==> src/rtl/gfmpi_pkg.sv <==
// Shared types, constants, polynomial table and microcode program of the GF(2^n) unit.
`default_nettype none

package gfmpi_pkg;

    // Width of the element, exponent and result ports.
    localparam int DATA_W = 64;
    // Width of the field degree register.
    localparam int DEG_W = 7;
    // Largest degree the polynomial table covers.
    localparam int TABLE_MAX = 64;
    // Multiplier bits consumed per clock by the digit-serial multiplier.
    localparam int MUL_DIGIT = 4;
    // Width of the microcode step counter.
    localparam int PC_W = 4;

    typedef logic [PC_W-1:0] t_pc;

    // Request commands.
    typedef enum logic [1:0] {
        CMD_MUL  = 2'd0,
        CMD_POW  = 2'd1,
        CMD_INV  = 2'd2,
        CMD_RSVD = 2'd3
    } t_cmd;

    // Datapath operations selected by a control word.
    typedef enum logic [3:0] {
        OP_NONE,
        OP_ACC_ONE,
        OP_ACC_ZERO,
        OP_SET_ERR,
        OP_INV_SETUP,
        OP_MUL_AB,
        OP_MUL_ACC,
        OP_SQR,
        OP_SHR_E,
        OP_DONE
    } t_dp_op;

    // Jump conditions of a control word.
    typedef enum logic [2:0] {
        COND_NEVER,
        COND_ALWAYS,
        COND_CMD_MUL,
        COND_CMD_POW,
        COND_CMD_RSVD,
        COND_A_ZERO,
        COND_E_LSB_CLR,
        COND_E_UPPER_ZERO
    } t_cond;

    // One control word of the program.
    typedef struct packed {
        t_dp_op op;
        t_cond  cond;
        t_pc    target;
    } t_ucode;

    // Sequencer to datapath control.
    typedef struct packed {
        logic   load;
        t_dp_op op;
        logic   mul_start;
    } t_ctrl;

    // Datapath to sequencer status.
    typedef struct packed {
        t_cmd cmd;
        logic a_zero;
        logic e_lsb;
        logic e_upper_zero;
        logic mul_done;
    } t_status;

    // Program addresses.
    localparam t_pc PC_ENTRY    = 4'd0;
    localparam t_pc PC_CMD_POW  = 4'd1;
    localparam t_pc PC_CMD_RSVD = 4'd2;
    localparam t_pc PC_CHK_ZERO = 4'd3;
    localparam t_pc PC_INV      = 4'd4;
    localparam t_pc PC_LOOP     = 4'd5;
    localparam t_pc PC_MUL_ACC  = 4'd6;
    localparam t_pc PC_SHIFT    = 4'd7;
    localparam t_pc PC_SQR      = 4'd8;
    localparam t_pc PC_DONE     = 4'd9;
    localparam t_pc PC_MUL      = 4'd10;

    // Low terms of the reduction polynomial x^n + low, indexed by n.
    localparam logic [7:0] LOW_TERMS [0:TABLE_MAX] = '{
        8'd0,   8'd0,   8'd3,   8'd3,   8'd3,   8'd5,   8'd3,   8'd3,
        8'd27,  8'd3,   8'd9,   8'd5,   8'd9,   8'd27,  8'd33,  8'd3,
        8'd43,  8'd9,   8'd9,   8'd39,  8'd9,   8'd5,   8'd3,   8'd33,
        8'd27,  8'd9,   8'd27,  8'd39,  8'd3,   8'd5,   8'd3,   8'd9,
        8'd141, 8'd75,  8'd27,  8'd5,   8'd53,  8'd63,  8'd99,  8'd17,
        8'd57,  8'd9,   8'd39,  8'd89,  8'd33,  8'd27,  8'd3,   8'd33,
        8'd45,  8'd113, 8'd29,  8'd75,  8'd9,   8'd71,  8'd125, 8'd71,
        8'd149, 8'd17,  8'd99,  8'd123, 8'd3,   8'd39,  8'd105, 8'd3,
        8'd27
    };

    function automatic logic [7:0] low_term(input logic [DEG_W-1:0] n);
        logic [7:0] v;
        v = 8'd0;
        if (n <= DEG_W'(TABLE_MAX)) begin
            v = LOW_TERMS[n];
        end
        return v;
    endfunction

    // Program: multiply, right-to-left square-and-multiply, inverse as a^(2^n-2).
    function automatic t_ucode ucode(input t_pc pc);
        t_ucode w;
        unique case (pc)
            PC_ENTRY:    w = '{op: OP_NONE,      cond: COND_CMD_MUL,      target: PC_MUL};
            PC_CMD_POW:  w = '{op: OP_ACC_ONE,   cond: COND_CMD_POW,      target: PC_LOOP};
            PC_CMD_RSVD: w = '{op: OP_ACC_ZERO,  cond: COND_CMD_RSVD,     target: PC_DONE};
            PC_CHK_ZERO: w = '{op: OP_SET_ERR,   cond: COND_A_ZERO,       target: PC_DONE};
            PC_INV:      w = '{op: OP_INV_SETUP, cond: COND_ALWAYS,       target: PC_LOOP};
            PC_LOOP:     w = '{op: OP_NONE,      cond: COND_E_LSB_CLR,    target: PC_SHIFT};
            PC_MUL_ACC:  w = '{op: OP_MUL_ACC,   cond: COND_NEVER,        target: PC_ENTRY};
            PC_SHIFT:    w = '{op: OP_SHR_E,     cond: COND_E_UPPER_ZERO, target: PC_DONE};
            PC_SQR:      w = '{op: OP_SQR,       cond: COND_ALWAYS,       target: PC_LOOP};
            PC_DONE:     w = '{op: OP_DONE,      cond: COND_NEVER,        target: PC_ENTRY};
            PC_MUL:      w = '{op: OP_MUL_AB,    cond: COND_ALWAYS,       target: PC_DONE};
            default:     w = '{op: OP_NONE,      cond: COND_NEVER,        target: PC_ENTRY};
        endcase
        return w;
    endfunction

endpackage

`default_nettype wire

==> src/rtl/gfmpi_mul.sv <==
// Digit-serial GF(2^n) multiplier on left-aligned elements with interleaved reduction.
`default_nettype none

module gfmpi_mul #(
    parameter int W = 64
) (
    input  wire logic                               i_clk,
    input  wire logic                               i_rst_n,
    input  wire logic                               i_start,
    input  wire logic [W-1:0]                       i_x,
    input  wire logic [W-1:0]                       i_y,
    input  wire logic [W-1:0]                       i_poly,
    input  wire logic [gfmpi_pkg::DEG_W-1:0]        i_degree,
    output logic      [W-1:0]                       o_prod,
    output logic                                    o_done
);

    localparam int D  = gfmpi_pkg::MUL_DIGIT;
    localparam int XW = ((W + D - 1) / D) * D;
    localparam int CW = gfmpi_pkg::DEG_W;

    logic [XW-1:0] r_x;
    logic [W-1:0]  r_y;
    logic [W-1:0]  r_acc;
    logic [CW-1:0] r_cnt;
    logic          r_run;
    logic          r_done;

    logic [W-1:0]  n_acc;
    logic          last;

    // Up to D MSB-first steps: shift, fold the overflow bit back, add y.
    always_comb begin
        logic [W-1:0] acc_v;
        logic         carry;
        acc_v = r_acc;
        carry = 1'b0;
        for (int k = 0; k < D; k++) begin
            if ((r_cnt + CW'(k)) < i_degree) begin
                carry = acc_v[W-1];
                acc_v = (acc_v << 1) ^ (carry ? i_poly : '0) ^ (r_x[XW-1-k] ? r_y : '0);
            end
        end
        n_acc = acc_v;
    end

    assign last = (r_cnt + CW'(D)) >= i_degree;

    // Run and done control.
    always_ff @(posedge i_clk) begin
        if (!i_rst_n) begin
            r_run  <= 1'b0;
            r_done <= 1'b0;
        end else begin
            r_done <= r_run && last;
            if (i_start) begin
                r_run <= 1'b1;
            end else if (r_run && last) begin
                r_run <= 1'b0;
            end
        end
    end

    // Operand shift register, accumulator and step count.
    always_ff @(posedge i_clk) begin
        if (i_start) begin
            r_x   <= XW'(i_x) << (XW - W);
            r_y   <= i_y;
            r_acc <= '0;
            r_cnt <= '0;
        end else if (r_run) begin
            r_x   <= r_x << D;
            r_acc <= n_acc;
            r_cnt <= r_cnt + CW'(D);
        end
    end

    assign o_prod = r_acc;
    assign o_done = r_done;

endmodule

`default_nettype wire

==> src/rtl/gfmpi_dp.sv <==
// Datapath of the GF(2^n) unit: operand, accumulator and exponent registers and the multiplier.
`default_nettype none

module gfmpi_dp #(
    parameter int W = 64,
    localparam int SW = (W > 1) ? $clog2(W) : 1
) (
    input  wire logic                               i_clk,
    input  wire logic                               i_rst_n,
    input  wire gfmpi_pkg::t_ctrl                   i_ctrl,
    input  wire logic [1:0]                         i_command,
    input  wire logic [gfmpi_pkg::DATA_W-1:0]       i_operand_a,
    input  wire logic [gfmpi_pkg::DATA_W-1:0]       i_operand_b,
    input  wire logic [gfmpi_pkg::DATA_W-1:0]       i_exponent,
    input  wire logic [gfmpi_pkg::DEG_W-1:0]        i_degree,
    input  wire logic [SW-1:0]                      i_shift,
    output gfmpi_pkg::t_status                      o_status,
    output logic                                    o_valid,
    output logic      [gfmpi_pkg::DATA_W-1:0]       o_result,
    output logic                                    o_error
);

    localparam int DW  = gfmpi_pkg::DATA_W;
    localparam int DGW = gfmpi_pkg::DEG_W;

    gfmpi_pkg::t_cmd r_cmd;
    logic [W-1:0]    r_base;
    logic [W-1:0]    r_opb;
    logic [W-1:0]    r_acc;
    logic [W-1:0]    r_poly;
    logic [DW-1:0]   r_exp;
    logic            r_err;
    logic            r_valid;
    logic [DW-1:0]   r_result;
    logic            r_error;

    logic [W-1:0]    a_low;
    logic [W-1:0]    b_low;
    logic [W-1:0]    a_al;
    logic [W-1:0]    b_al;
    logic [W-1:0]    poly_al;
    logic [W-1:0]    one_al;
    logic [W-1:0]    res_w;
    logic [DGW-1:0]  inv_sh;
    logic [DW-1:0]   inv_exp;
    logic [W-1:0]    mul_y;
    logic [W-1:0]    mul_prod;
    logic            mul_done;

    // Elements are held left-aligned: bit n-1 of the element sits at bit W-1.
    assign a_low   = i_operand_a[W-1:0];
    assign b_low   = i_operand_b[W-1:0];
    assign a_al    = a_low << i_shift;
    assign b_al    = b_low << i_shift;
    assign poly_al = W'(gfmpi_pkg::low_term(i_degree)) << i_shift;
    assign one_al  = W'(1) << i_shift;
    assign res_w   = r_acc >> i_shift;

    // Inverse exponent 2^n - 2: n low ones with the lowest one cleared.
    assign inv_sh  = DGW'(DW) - i_degree;
    assign inv_exp = ({DW{1'b1}} >> inv_sh) & ~DW'(1);

    // Second multiplier operand; the first is always the base.
    always_comb begin
        unique case (i_ctrl.op)
            gfmpi_pkg::OP_MUL_AB:  mul_y = r_opb;
            gfmpi_pkg::OP_MUL_ACC: mul_y = r_acc;
            default:               mul_y = r_base;
        endcase
    end

    gfmpi_mul #(
        .W(W)
    ) u_mul (
        .i_clk    (i_clk),
        .i_rst_n  (i_rst_n),
        .i_start  (i_ctrl.mul_start),
        .i_x      (r_base),
        .i_y      (mul_y),
        .i_poly   (r_poly),
        .i_degree (i_degree),
        .o_prod   (mul_prod),
        .o_done   (mul_done)
    );

    // Register updates for the current control word.
    always_ff @(posedge i_clk) begin
        if (i_ctrl.load) begin
            r_cmd  <= gfmpi_pkg::t_cmd'(i_command);
            r_base <= a_al;
            r_opb  <= b_al;
            r_exp  <= i_exponent;
            r_poly <= poly_al;
            r_err  <= 1'b0;
        end else begin
            unique case (i_ctrl.op)
                gfmpi_pkg::OP_NONE: begin
                end
                gfmpi_pkg::OP_ACC_ONE: begin
                    r_acc <= one_al;
                end
                gfmpi_pkg::OP_ACC_ZERO: begin
                    r_acc <= '0;
                end
                gfmpi_pkg::OP_SET_ERR: begin
                    r_err <= (r_base == '0);
                end
                gfmpi_pkg::OP_INV_SETUP: begin
                    r_acc <= one_al;
                    r_exp <= inv_exp;
                end
                gfmpi_pkg::OP_MUL_AB, gfmpi_pkg::OP_MUL_ACC: begin
                    if (mul_done) begin
                        r_acc <= mul_prod;
                    end
                end
                gfmpi_pkg::OP_SQR: begin
                    if (mul_done) begin
                        r_base <= mul_prod;
                    end
                end
                gfmpi_pkg::OP_SHR_E: begin
                    r_exp <= r_exp >> 1;
                end
                gfmpi_pkg::OP_DONE: begin
                    r_result <= DW'(res_w);
                    r_error  <= r_err;
                end
                default: begin
                end
            endcase
        end
    end

    // Result strobe.
    always_ff @(posedge i_clk) begin
        if (!i_rst_n) begin
            r_valid <= 1'b0;
        end else begin
            r_valid <= (i_ctrl.op == gfmpi_pkg::OP_DONE);
        end
    end

    assign o_status.cmd          = r_cmd;
    assign o_status.a_zero       = (r_base == '0);
    assign o_status.e_lsb        = r_exp[0];
    assign o_status.e_upper_zero = (r_exp[DW-1:1] == '0);
    assign o_status.mul_done     = mul_done;

    assign o_valid  = r_valid;
    assign o_result = r_result;
    assign o_error  = r_error;

endmodule

`default_nettype wire

==> src/rtl/gfmpi_seq.sv <==
// Microcode sequencer: step counter, program table lookup and conditional jumps.
`default_nettype none

module gfmpi_seq (
    input  wire logic                   i_clk,
    input  wire logic                   i_rst_n,
    input  wire logic                   i_start,
    input  wire gfmpi_pkg::t_status     i_status,
    output gfmpi_pkg::t_ctrl            o_ctrl,
    output logic                        o_busy
);

    logic             r_run;
    logic             r_wait;
    gfmpi_pkg::t_pc   r_pc;

    gfmpi_pkg::t_ucode uw;
    logic              is_mul;
    logic              step_done;
    logic              take;
    logic              accept;

    assign uw     = gfmpi_pkg::ucode(r_pc);
    assign is_mul = (uw.op == gfmpi_pkg::OP_MUL_AB) || (uw.op == gfmpi_pkg::OP_MUL_ACC)
                 || (uw.op == gfmpi_pkg::OP_SQR);
    assign step_done = r_run && (!is_mul || i_status.mul_done);
    assign accept    = i_start && !r_run;

    // Jump condition of the current control word.
    always_comb begin
        unique case (uw.cond)
            gfmpi_pkg::COND_NEVER:        take = 1'b0;
            gfmpi_pkg::COND_ALWAYS:       take = 1'b1;
            gfmpi_pkg::COND_CMD_MUL:      take = (i_status.cmd == gfmpi_pkg::CMD_MUL);
            gfmpi_pkg::COND_CMD_POW:      take = (i_status.cmd == gfmpi_pkg::CMD_POW);
            gfmpi_pkg::COND_CMD_RSVD:     take = (i_status.cmd == gfmpi_pkg::CMD_RSVD);
            gfmpi_pkg::COND_A_ZERO:       take = i_status.a_zero;
            gfmpi_pkg::COND_E_LSB_CLR:    take = !i_status.e_lsb;
            gfmpi_pkg::COND_E_UPPER_ZERO: take = i_status.e_upper_zero;
        endcase
    end

    // Step counter and multiply wait flag.
    always_ff @(posedge i_clk) begin
        if (!i_rst_n) begin
            r_run  <= 1'b0;
            r_wait <= 1'b0;
            r_pc   <= gfmpi_pkg::PC_ENTRY;
        end else if (accept) begin
            r_run  <= 1'b1;
            r_wait <= 1'b0;
            r_pc   <= gfmpi_pkg::PC_ENTRY;
        end else if (step_done) begin
            r_wait <= 1'b0;
            r_pc   <= take ? uw.target : r_pc + 1'b1;
            if (uw.op == gfmpi_pkg::OP_DONE) begin
                r_run <= 1'b0;
            end
        end else if (r_run && is_mul) begin
            r_wait <= 1'b1;
        end
    end

    assign o_ctrl.load      = accept;
    assign o_ctrl.op        = r_run ? uw.op : gfmpi_pkg::OP_NONE;
    assign o_ctrl.mul_start = r_run && is_mul && !r_wait;
    assign o_busy           = r_run;

endmodule

`default_nettype wire

==> src/rtl/gf2n_multiply_power_inverse_unit.sv <==
// Top level of the GF(2^n) multiply, power and inverse unit.
//
// Arithmetic in GF(2^n) with n set by the field degree register (0 acts as 1, values above
// MAX_DEGREE act as MAX_DEGREE; reset value 8), reduced by x^n plus a fixed low-term pattern.
// A request is taken when start is high and busy is low; busy then stays high until the
// result has been produced, and the result appears on o_result and o_error for exactly one
// cycle with o_valid high, so the receiver must take it then. One multiply runs on a
// digit-serial multiplier that handles four bits of the operand per clock. An inverse runs
// as a power with exponent 2^n - 2. The degree register may be written only while busy is
// low and no result is still due.
`default_nettype none

module gf2n_multiply_power_inverse_unit #(
    parameter int MAX_DEGREE = 64
) (
    input  wire logic                               i_clk,
    input  wire logic                               i_rst_n,
    input  wire logic                               i_cfg_we,
    input  wire logic [gfmpi_pkg::DEG_W-1:0]        i_cfg_wdata,
    input  wire logic                               start,
    output logic                                    busy,
    input  wire logic [1:0]                         i_command,
    input  wire logic [gfmpi_pkg::DATA_W-1:0]       i_operand_a,
    input  wire logic [gfmpi_pkg::DATA_W-1:0]       i_operand_b,
    input  wire logic [gfmpi_pkg::DATA_W-1:0]       i_exponent,
    output logic                                    o_valid,
    output logic      [gfmpi_pkg::DATA_W-1:0]       o_result,
    output logic                                    o_error
);

    localparam int DGW = gfmpi_pkg::DEG_W;
    localparam int SW  = (MAX_DEGREE > 1) ? $clog2(MAX_DEGREE) : 1;

    logic [DGW-1:0] r_cfg;
    logic [DGW-1:0] degree;
    logic [DGW-1:0] shift_full;
    logic [SW-1:0]  shift;

    gfmpi_pkg::t_ctrl   ctrl;
    gfmpi_pkg::t_status status;

    // Field degree register.
    always_ff @(posedge i_clk) begin
        if (!i_rst_n) begin
            r_cfg <= DGW'(8);
        end else if (i_cfg_we) begin
            r_cfg <= i_cfg_wdata;
        end
    end

    // Effective degree and the alignment shift that puts bit n-1 at the top.
    always_comb begin
        priority if (r_cfg == '0) begin
            degree = DGW'(1);
        end else if (r_cfg > DGW'(MAX_DEGREE)) begin
            degree = DGW'(MAX_DEGREE);
        end else begin
            degree = r_cfg;
        end
    end

    assign shift_full = DGW'(MAX_DEGREE) - degree;
    assign shift      = shift_full[SW-1:0];

    gfmpi_seq u_seq (
        .i_clk    (i_clk),
        .i_rst_n  (i_rst_n),
        .i_start  (start),
        .i_status (status),
        .o_ctrl   (ctrl),
        .o_busy   (busy)
    );

    gfmpi_dp #(
        .W(MAX_DEGREE)
    ) u_dp (
        .i_clk       (i_clk),
        .i_rst_n     (i_rst_n),
        .i_ctrl      (ctrl),
        .i_command   (i_command),
        .i_operand_a (i_operand_a),
        .i_operand_b (i_operand_b),
        .i_exponent  (i_exponent),
        .i_degree    (degree),
        .i_shift     (shift),
        .o_status    (status),
        .o_valid     (o_valid),
        .o_result    (o_result),
        .o_error     (o_error)
    );

endmodule

`default_nettype wire

==> config.mk <==
export PLATFORM = sky130hd
export DESIGN_NAME = gf2n_multiply_power_inverse_unit
export DESIGN_NICKNAME = d
export VERILOG_FILES = /design/src/rtl/gfmpi_pkg.sv /design/src/rtl/gfmpi_mul.sv /design/src/rtl/gfmpi_dp.sv /design/src/rtl/gfmpi_seq.sv /design/src/rtl/gf2n_multiply_power_inverse_unit.sv
export SDC_FILE = /design/constraint.sdc
export NUM_CORES = 2
export LEC_CHECK = 0
export BUFFER_PORTS_ARGS = -buffer_cell sky130_fd_sc_hd__buf_2
export CAP_MARGIN = 5
export CORE_MARGIN = 2
export CORE_UTILIZATION = 60
export CTS_CLUSTER_SIZE = 12
export DETAILED_ROUTE_END_ITERATION = 16
export PLACE_DENSITY_LB_ADDON = 0.2
export SYNTH_ARGS = -nofsm -noshare
export SYNTH_HDL_FRONTEND = slang
export SYNTH_HIERARCHICAL = 1
export SYNTH_SLANG_ARGS = --single-unit
==> constraint.sdc <==
create_clock -name i_clk -period 14.1 [get_ports i_clk]
set_clock_uncertainty 0.2 [all_clocks]
set_input_delay 1.41 -clock i_clk [delete_from_list [all_inputs] [get_ports i_clk]]
set_output_delay 1.41 -clock i_clk [all_outputs]
set_load 0.03 [all_outputs]
Yosys cells after proc, flatten, opt, wreduce, memory -nomap -nowiden. Memory sizes are Yosys's and may differ from the RTL's. A register that Yosys moved wholly into a read port is not among the register bits. Index checks and enable logic that the tools add are counted.

Order comparisons: 8. Div/mod/pow operators: 0. Multiply operators: 0. Add/sub/neg operators: 6. Multiplexer cells: 36. Shift operators: 6. Equality and inequality tests: 23. Bitwise logic cells: 11. Reductions and logical operators: 33.

Operators by type and width (count): 64-bit 2-to-1 mux (18); 64-bit XOR (8); 64-bit case mux with 2 select lines (2); 64-bit case mux with 3 select lines (1); 64-bit by 6-bit left shift with 64-bit output (2); 64-bit logical NOT (1); 1-bit by 6-bit left shift with 64-bit output (first input constant) (1); 8-bit by 6-bit left shift with 64-bit output (1); 64-bit by 6-bit right shift with 64-bit output (1); 64-bit by 7-bit right shift with 64-bit output (first input constant) (1); 63-bit logical NOT (1); 4-bit by 3-bit == test with 1-bit output (second input constant) (7); 7-bit < comparator (4); 8-bit 2-to-1 mux (3); 4-bit 2-to-1 mux (4); 7-bit by 2-bit adder with 7-bit output (second input constant) (2); 7-bit 2-to-1 mux (2); 3-bit == test (second input constant) (4); 4-bit == test (second input constant) (3); 2-bit nonzero test (6); 4-bit by 2-bit == test with 1-bit output (second input constant) (2); 8-bit greater-or-equal comparator (second input constant) (1); 7-bit inverter with 8-bit output (1); 1-bit case mux with 8 select lines (1); other kinds (26) (46).

Input port bits: 205. Bits in latches: 0. Memory bits (read-only): 1200. Logic and storage cells: 145. Output and inout port bits: 67. Bits in registers: 603. RAM bits: 0. Memories kept: 2.

Memory list: (no name shown) (words 128, bits a word 8, rd ports 1, clocked after Yosys merged registers in 0, wr ports 0, RTL line gfmpi_pkg.sv:106) `v = LOW_TERMS[n];`; (no name shown) (words 16, bits a word 11, rd ports 1, clocked after Yosys merged registers in 1, wr ports 0, RTL line gfmpi_pkg.sv:114) `unique case (pc)`.

Depth between registers and ports, before layout.
Word-level depth: 17. Depth in mapped cells: 20. Depth with buffers taken out: 14.

Modules after synthesis. The synthesis kept the hierarchy.

Modules (own cells, without submodules): gfmpi_dp (cells each 3079, seq. area each 11661.2 µm², times used 1, area an instance 29452.0 µm²); gfmpi_mul (cells each 2052, seq. area each 5265.0 µm², times used 1, area an instance 18368.9 µm²); gfmpi_seq (cells each 102, seq. area each 340.3 µm², times used 1, area an instance 1018.5 µm²); gf2n_multiply_power_inverse_unit (cells each 46, seq. area each 140.1 µm², times used 1, area an instance 426.7 µm²).

Worst setup path before layout. OpenSTA, ideal clock, no wires.

Kind: input -> register. Start: input start. End: register u_dp.r_error (netlist: u_dp/o_error) (enable). Path buffers: 4. Library setup time: 488 ps. Data arrival time: 5534 ps. Path slack: 7878 ps. Required time: 13412 ps. Stages: 6. Cells stage by stage: nor2b_1 -> buf_4 -> clkbuf_1 -> clkbuf_1 -> clkbuf_1 -> nor2_1.

RTL lines: start: declaration (RTL line gf2n_multiply_power_inverse_unit.sv:20) `input wire logic start,`; end signal: assignment (RTL line gfmpi_dp.sv:127) `r_error <= r_err;`; end: declaration (RTL line gfmpi_dp.sv:35) `logic r_error;`.

Final worst setup path.
Start: register r_cfg[1]. End: register u_dp.r_base[44], data pin.

Word-level cells in the longest chain between the ends: 6. Elaborated cells between the ends (all ways): 7. Those cells by class: 1 x add/sub; 1 x order compare; 1 x shift; 3 x mux; 1 x reduce/logical.

RTL lines: start: declaration (RTL line gf2n_multiply_power_inverse_unit.sv:34) `logic [DGW-1:0] r_cfg;`; start signal: assignment (RTL line gf2n_multiply_power_inverse_unit.sv:47) `r_cfg <= i_cfg_wdata;`; 7-bit greater-than comparator (RTL line gf2n_multiply_power_inverse_unit.sv:55) `end else if (r_cfg > DGW'(MAX_DEGREE)) begin`; 7-bit 2-to-1 mux (RTL line gf2n_multiply_power_inverse_unit.sv:55); 7-bit 2-to-1 mux (*) (RTL line gf2n_multiply_power_inverse_unit.sv:53) `priority if (r_cfg == '0) begin`; 7-bit subtractor (*); via shift_full[1] (RTL line gf2n_multiply_power_inverse_unit.sv:36) `logic [DGW-1:0] shift_full;`; 64-bit by 6-bit left shift with 64-bit output (*) (RTL line gfmpi_dp.sv:53) `assign a_al = a_low << i_shift;`; 64-bit 2-to-1 mux (*) (RTL line gfmpi_dp.sv:88) `if (i_ctrl.load) begin`; end signal: assignment (RTL line gfmpi_dp.sv:90) `r_base <= a_al;`; end signal: assignment (RTL line gfmpi_dp.sv:119) `r_base <= mul_prod;`; end: declaration (RTL line gfmpi_dp.sv:27) `logic [W-1:0] r_base;`.

The timed path passes the listed nets; every way through them passes the cells marked *. A chain may end at the register's enable or synchronous reset.

==> metrics.md <==
| Metric | Value |
|---|---|
| Status | complete, no violations |
| Clock power share | between 15 and 20% |
| Max IR drop VDD | between 0.2 and 0.25 mV |
| Commonest cells post-synth | nand2_1, edfxtp_1, nor2_1 |
| Vias in the first global route | 40800 |
| Fin nets | ~5500 |
| Tcrit/Tclk final | 46.1% |
| Die area | 84400 um^2 |
| Vias/cell | roughly 7 |
| First-pass GRT wire length | between 200000 and 300000 um |
| Post-synth EDFFs | just over 500 |
| P_leak | roughly 20 nW |
| Area Growth Syn to Fin | 7.70% |
| Max-Cap Viols | 0 |
| Initial detailed-routing violation count | 7209 |
| Maximum clock frequency | between 0.15 and 0.2 GHz |
| Largest net degree at the start of global routing | between 150 and 200 |
| HP Class | reg2reg |
| Setup TNS | 0 ns |
| Reg clk slew, reported paths | around 0.06 ns |
| Largest area contributor in the netlist | edfxtp_1 |
| Worst endpoint data arrival time | approximately 6.7 ns |
| Most common cell in the netlist | nand2_1 |
| Num CTS Buffers | 71 |
| # resized after CTS | 0 |
| Sw Share | a little under half |
| Largest delay share family, worst path | compound AO/OA/AOI/OAI gates |
| Slew @ Worst Pin | ~1.2 ns |
| Synth area leaders | edfxtp_1, mux4_2, nand2_1 |
| Synth Flop Type | edfxtp_1 |
| IO Pins | 272 |
| Register area share after synthesis | 35.3% |
| Yosys reg bits | a little over 600 |
| Max-slew violation count | 0 |
| Fillers | 6780 |
| RSZ-0062 raised after global routing | no |
| Final Hold Vio Count | 0 |
| Setup bufs post-CTS | 0 |
| Synth cell types | 131 |
| Worst Setup Start Kind | register |
| Synthesized area | between 40000 and 50000 um^2 |
| Reg-to-reg slack, setup | between 7 and 8 ns |
| Final Setup Violations | 0 |
| Die X | just under 300 um |
| Pwr Density | 212 nW/um^2 |
| Mean post-synth cell area | 9.33 um^2 |
| Port Buffer Count | between 200 and 300 |
| Syn Nets | ~5500 |
| Syn Inst Count | ~5300 |
| Initial antenna violation count | 22 |
| TritonCTS clock tree | yes |
| Worst Path Max Fanout | 64 |
| Slowest cell on crit path | a2bb2oi_1 |
| Combinational group share of total power | 59.1% |
| Cells after DPL | 6254 |
| Sequential share of power | approximately a quarter |
| Layout cells sized above 1 | a little under a fifth |
| Detailed Routing Iterations Pass 1 | 7 |
| CP Capture Type | register |
| DRC Markers | 0 |
| Post-DR wirelength/cell | roughly 30 um |
| YS warnings | 6 |
| Die Height | ~290 um |
| GRT Total Usage | 43.8% |
| WP buf/inv | 2 |
| Crit-path cells | or4_4, o21a_1, ha_4, buf_4, buf_4, or2_1, a2bb2oi_1, mux2_2, nor2_1, nor2_1, o221ai_1, o21a_1 |
| Post-Route WL | between 150000 and 200000 um |
| Clk buf depth | 3 |
| Via count | ~45000 |
| Pint | just over 6 mW |
| Finished Layout Cells | ~6400 |
| Yosys top cell area share | between 30% and 40% |
| Overflow after GRT | 0 |
| CTS Sinks | 612 |
| Core Area | 81700 um^2 |
| # rows | between 100 and 150 |
| Min cycle time layout | 6.50 ns |
| Post-route ant nets | 0 |
| Cts-stage hold buffer count | 0 |
| Rel. slew slack | 18.4% |
| Clock root cell | clkbuf_16 |
| H-tree levels | 3 |
| Starting Density | 60.3% |
| Slowest stage delay, CP | between 1 and 1.5 ns |
| Final RePlAce weighted congestion | between 1 and 1.5 |
| Ys async rst share | 0% |
| DP HPWL | roughly 130000 um |
| P_sw | 5.14 mW |
| Clock latency on the worst-skew pair | approximately 0.64 ns |
| Critical Path RT | between 10 and 15 ns |
| CP Class | reg2reg |
cells by family (layout without fill, tap and decap cells):
| group | count (synthesis) | count (layout) | synth area share [%] |
|---|---|---|---|
| DFF | 612 | 612 | 35.3 |
| adders and majority gates | 31 | 31 | 0.787 |
| other | 0 | 5 | 0 |
| muxes | 511 | 511 | 15.1 |
| and+or+nand+nor | 1968 | 1968 | 17.2 |
| AOI/OAI and AO/OA | 1220 | 1220 | 17.7 |
| buffers and inverters | 543 | 577 | 4.91 |
| xor gates and xnor gates | 394 | 394 | 8.89 |
metrics by stage:
| step | power, mW | util (%) | setup WS, ns | hold WS [ns] | instance area (um^2) |
|---|---|---|---|---|---|
| after floorplan | 7.65 | - | 7.88 | 0.208 | 49300 |
| after global placement | 9.06 | 62.2 | 7.99 | 0.218 | 50800 |
| after detailed placement | 9.13 | 62.2 | 7.96 | 0.229 | 50800 |
| after CTS | 11.0 | 64.9 | 7.92 | 0.243 | 53000 |
| after global routing | 11.7 | 64.9 | 7.61 | 0.268 | 53100 |
| final | 11.2 | 64.9 | 7.60 | 0.239 | 53100 |
cells in the final DEF (no fill, tap or decap), types with 57 or more instances in the layout:
cell	n
nand2_1	994
edfxtp_1	515
nor2_1	504
xnor2_1	308
buf_2	271
a21oi_1	231
mux4_2	169
mux2i_1	165
mux2_2	164
o21ai_0	164
nand3_1	162
o21ai_1	113
dfxtp_1	95
o22ai_1	88
inv_1	84
a22oi_1	79
buf_4	78
clkbuf_16	71
o211ai_1	67
a211o_1	59
xnor3_1	57
area by class of cell:
class                      count  area [um^2]  area share [%]
multi-input combinational   4124        29600            55.9
antenna                        5         12.5          0.0236
tap                         1070         1340            2.52
sequential                   612        17400            32.8
timing repair buffer         354         2040            3.85
inverter                      94          367           0.691
clock buffer                  93         1890            3.56
clock inverter                36          360           0.679
power groups by stage:
stage	registers [mW]	clock network (mW)	logic, mW
floorplan	2.49	0	5.17
CTS	2.69	1.86	6.45
detailed placement	2.72	0	6.41
finish	2.72	1.86	6.64
global route	2.72	1.93	7.03
global placement	2.72	0	6.35
routing by layer:
layer  track usage, %  vias to the layer above  share of wire, %
met1             59.6                    21500                37
met5                0                        -              0.10
met2             63.1                     3371                42
met3             14.5                      577                15
met4             21.2                       28               5.7
li1                 -                    19400                 -
state kept, by name, indices dropped and copies added (netlist names), 2 cells and up:
register	count
r_cfg	7
u_dp/o_result	64
u_dp/r_acc	64
u_dp/r_base	64
u_dp/r_cmd	2
u_dp/r_exp	64
u_dp/r_opb	64
u_dp/r_poly	64
u_dp/u_mul/o_prod	64
u_dp/u_mul/r_cnt	5
u_dp/u_mul/r_x	64
u_dp/u_mul/r_y	64
u_seq/r_pc	4
u_seq/uw	11
path summary, 6_finish.rpt:
check             startpoint              end  cells past startpoint
setup reg to reg    r_cfg[1]  u_dp/r_base[44]                     12
setup / recovery    r_cfg[1]  u_dp/r_base[44]                     12
hold reg to reg   u_dp/r_err     u_dp/o_error                      0
hold / removal    u_dp/r_err     u_dp/o_error                      0
(Power assumes the default switching activity.)
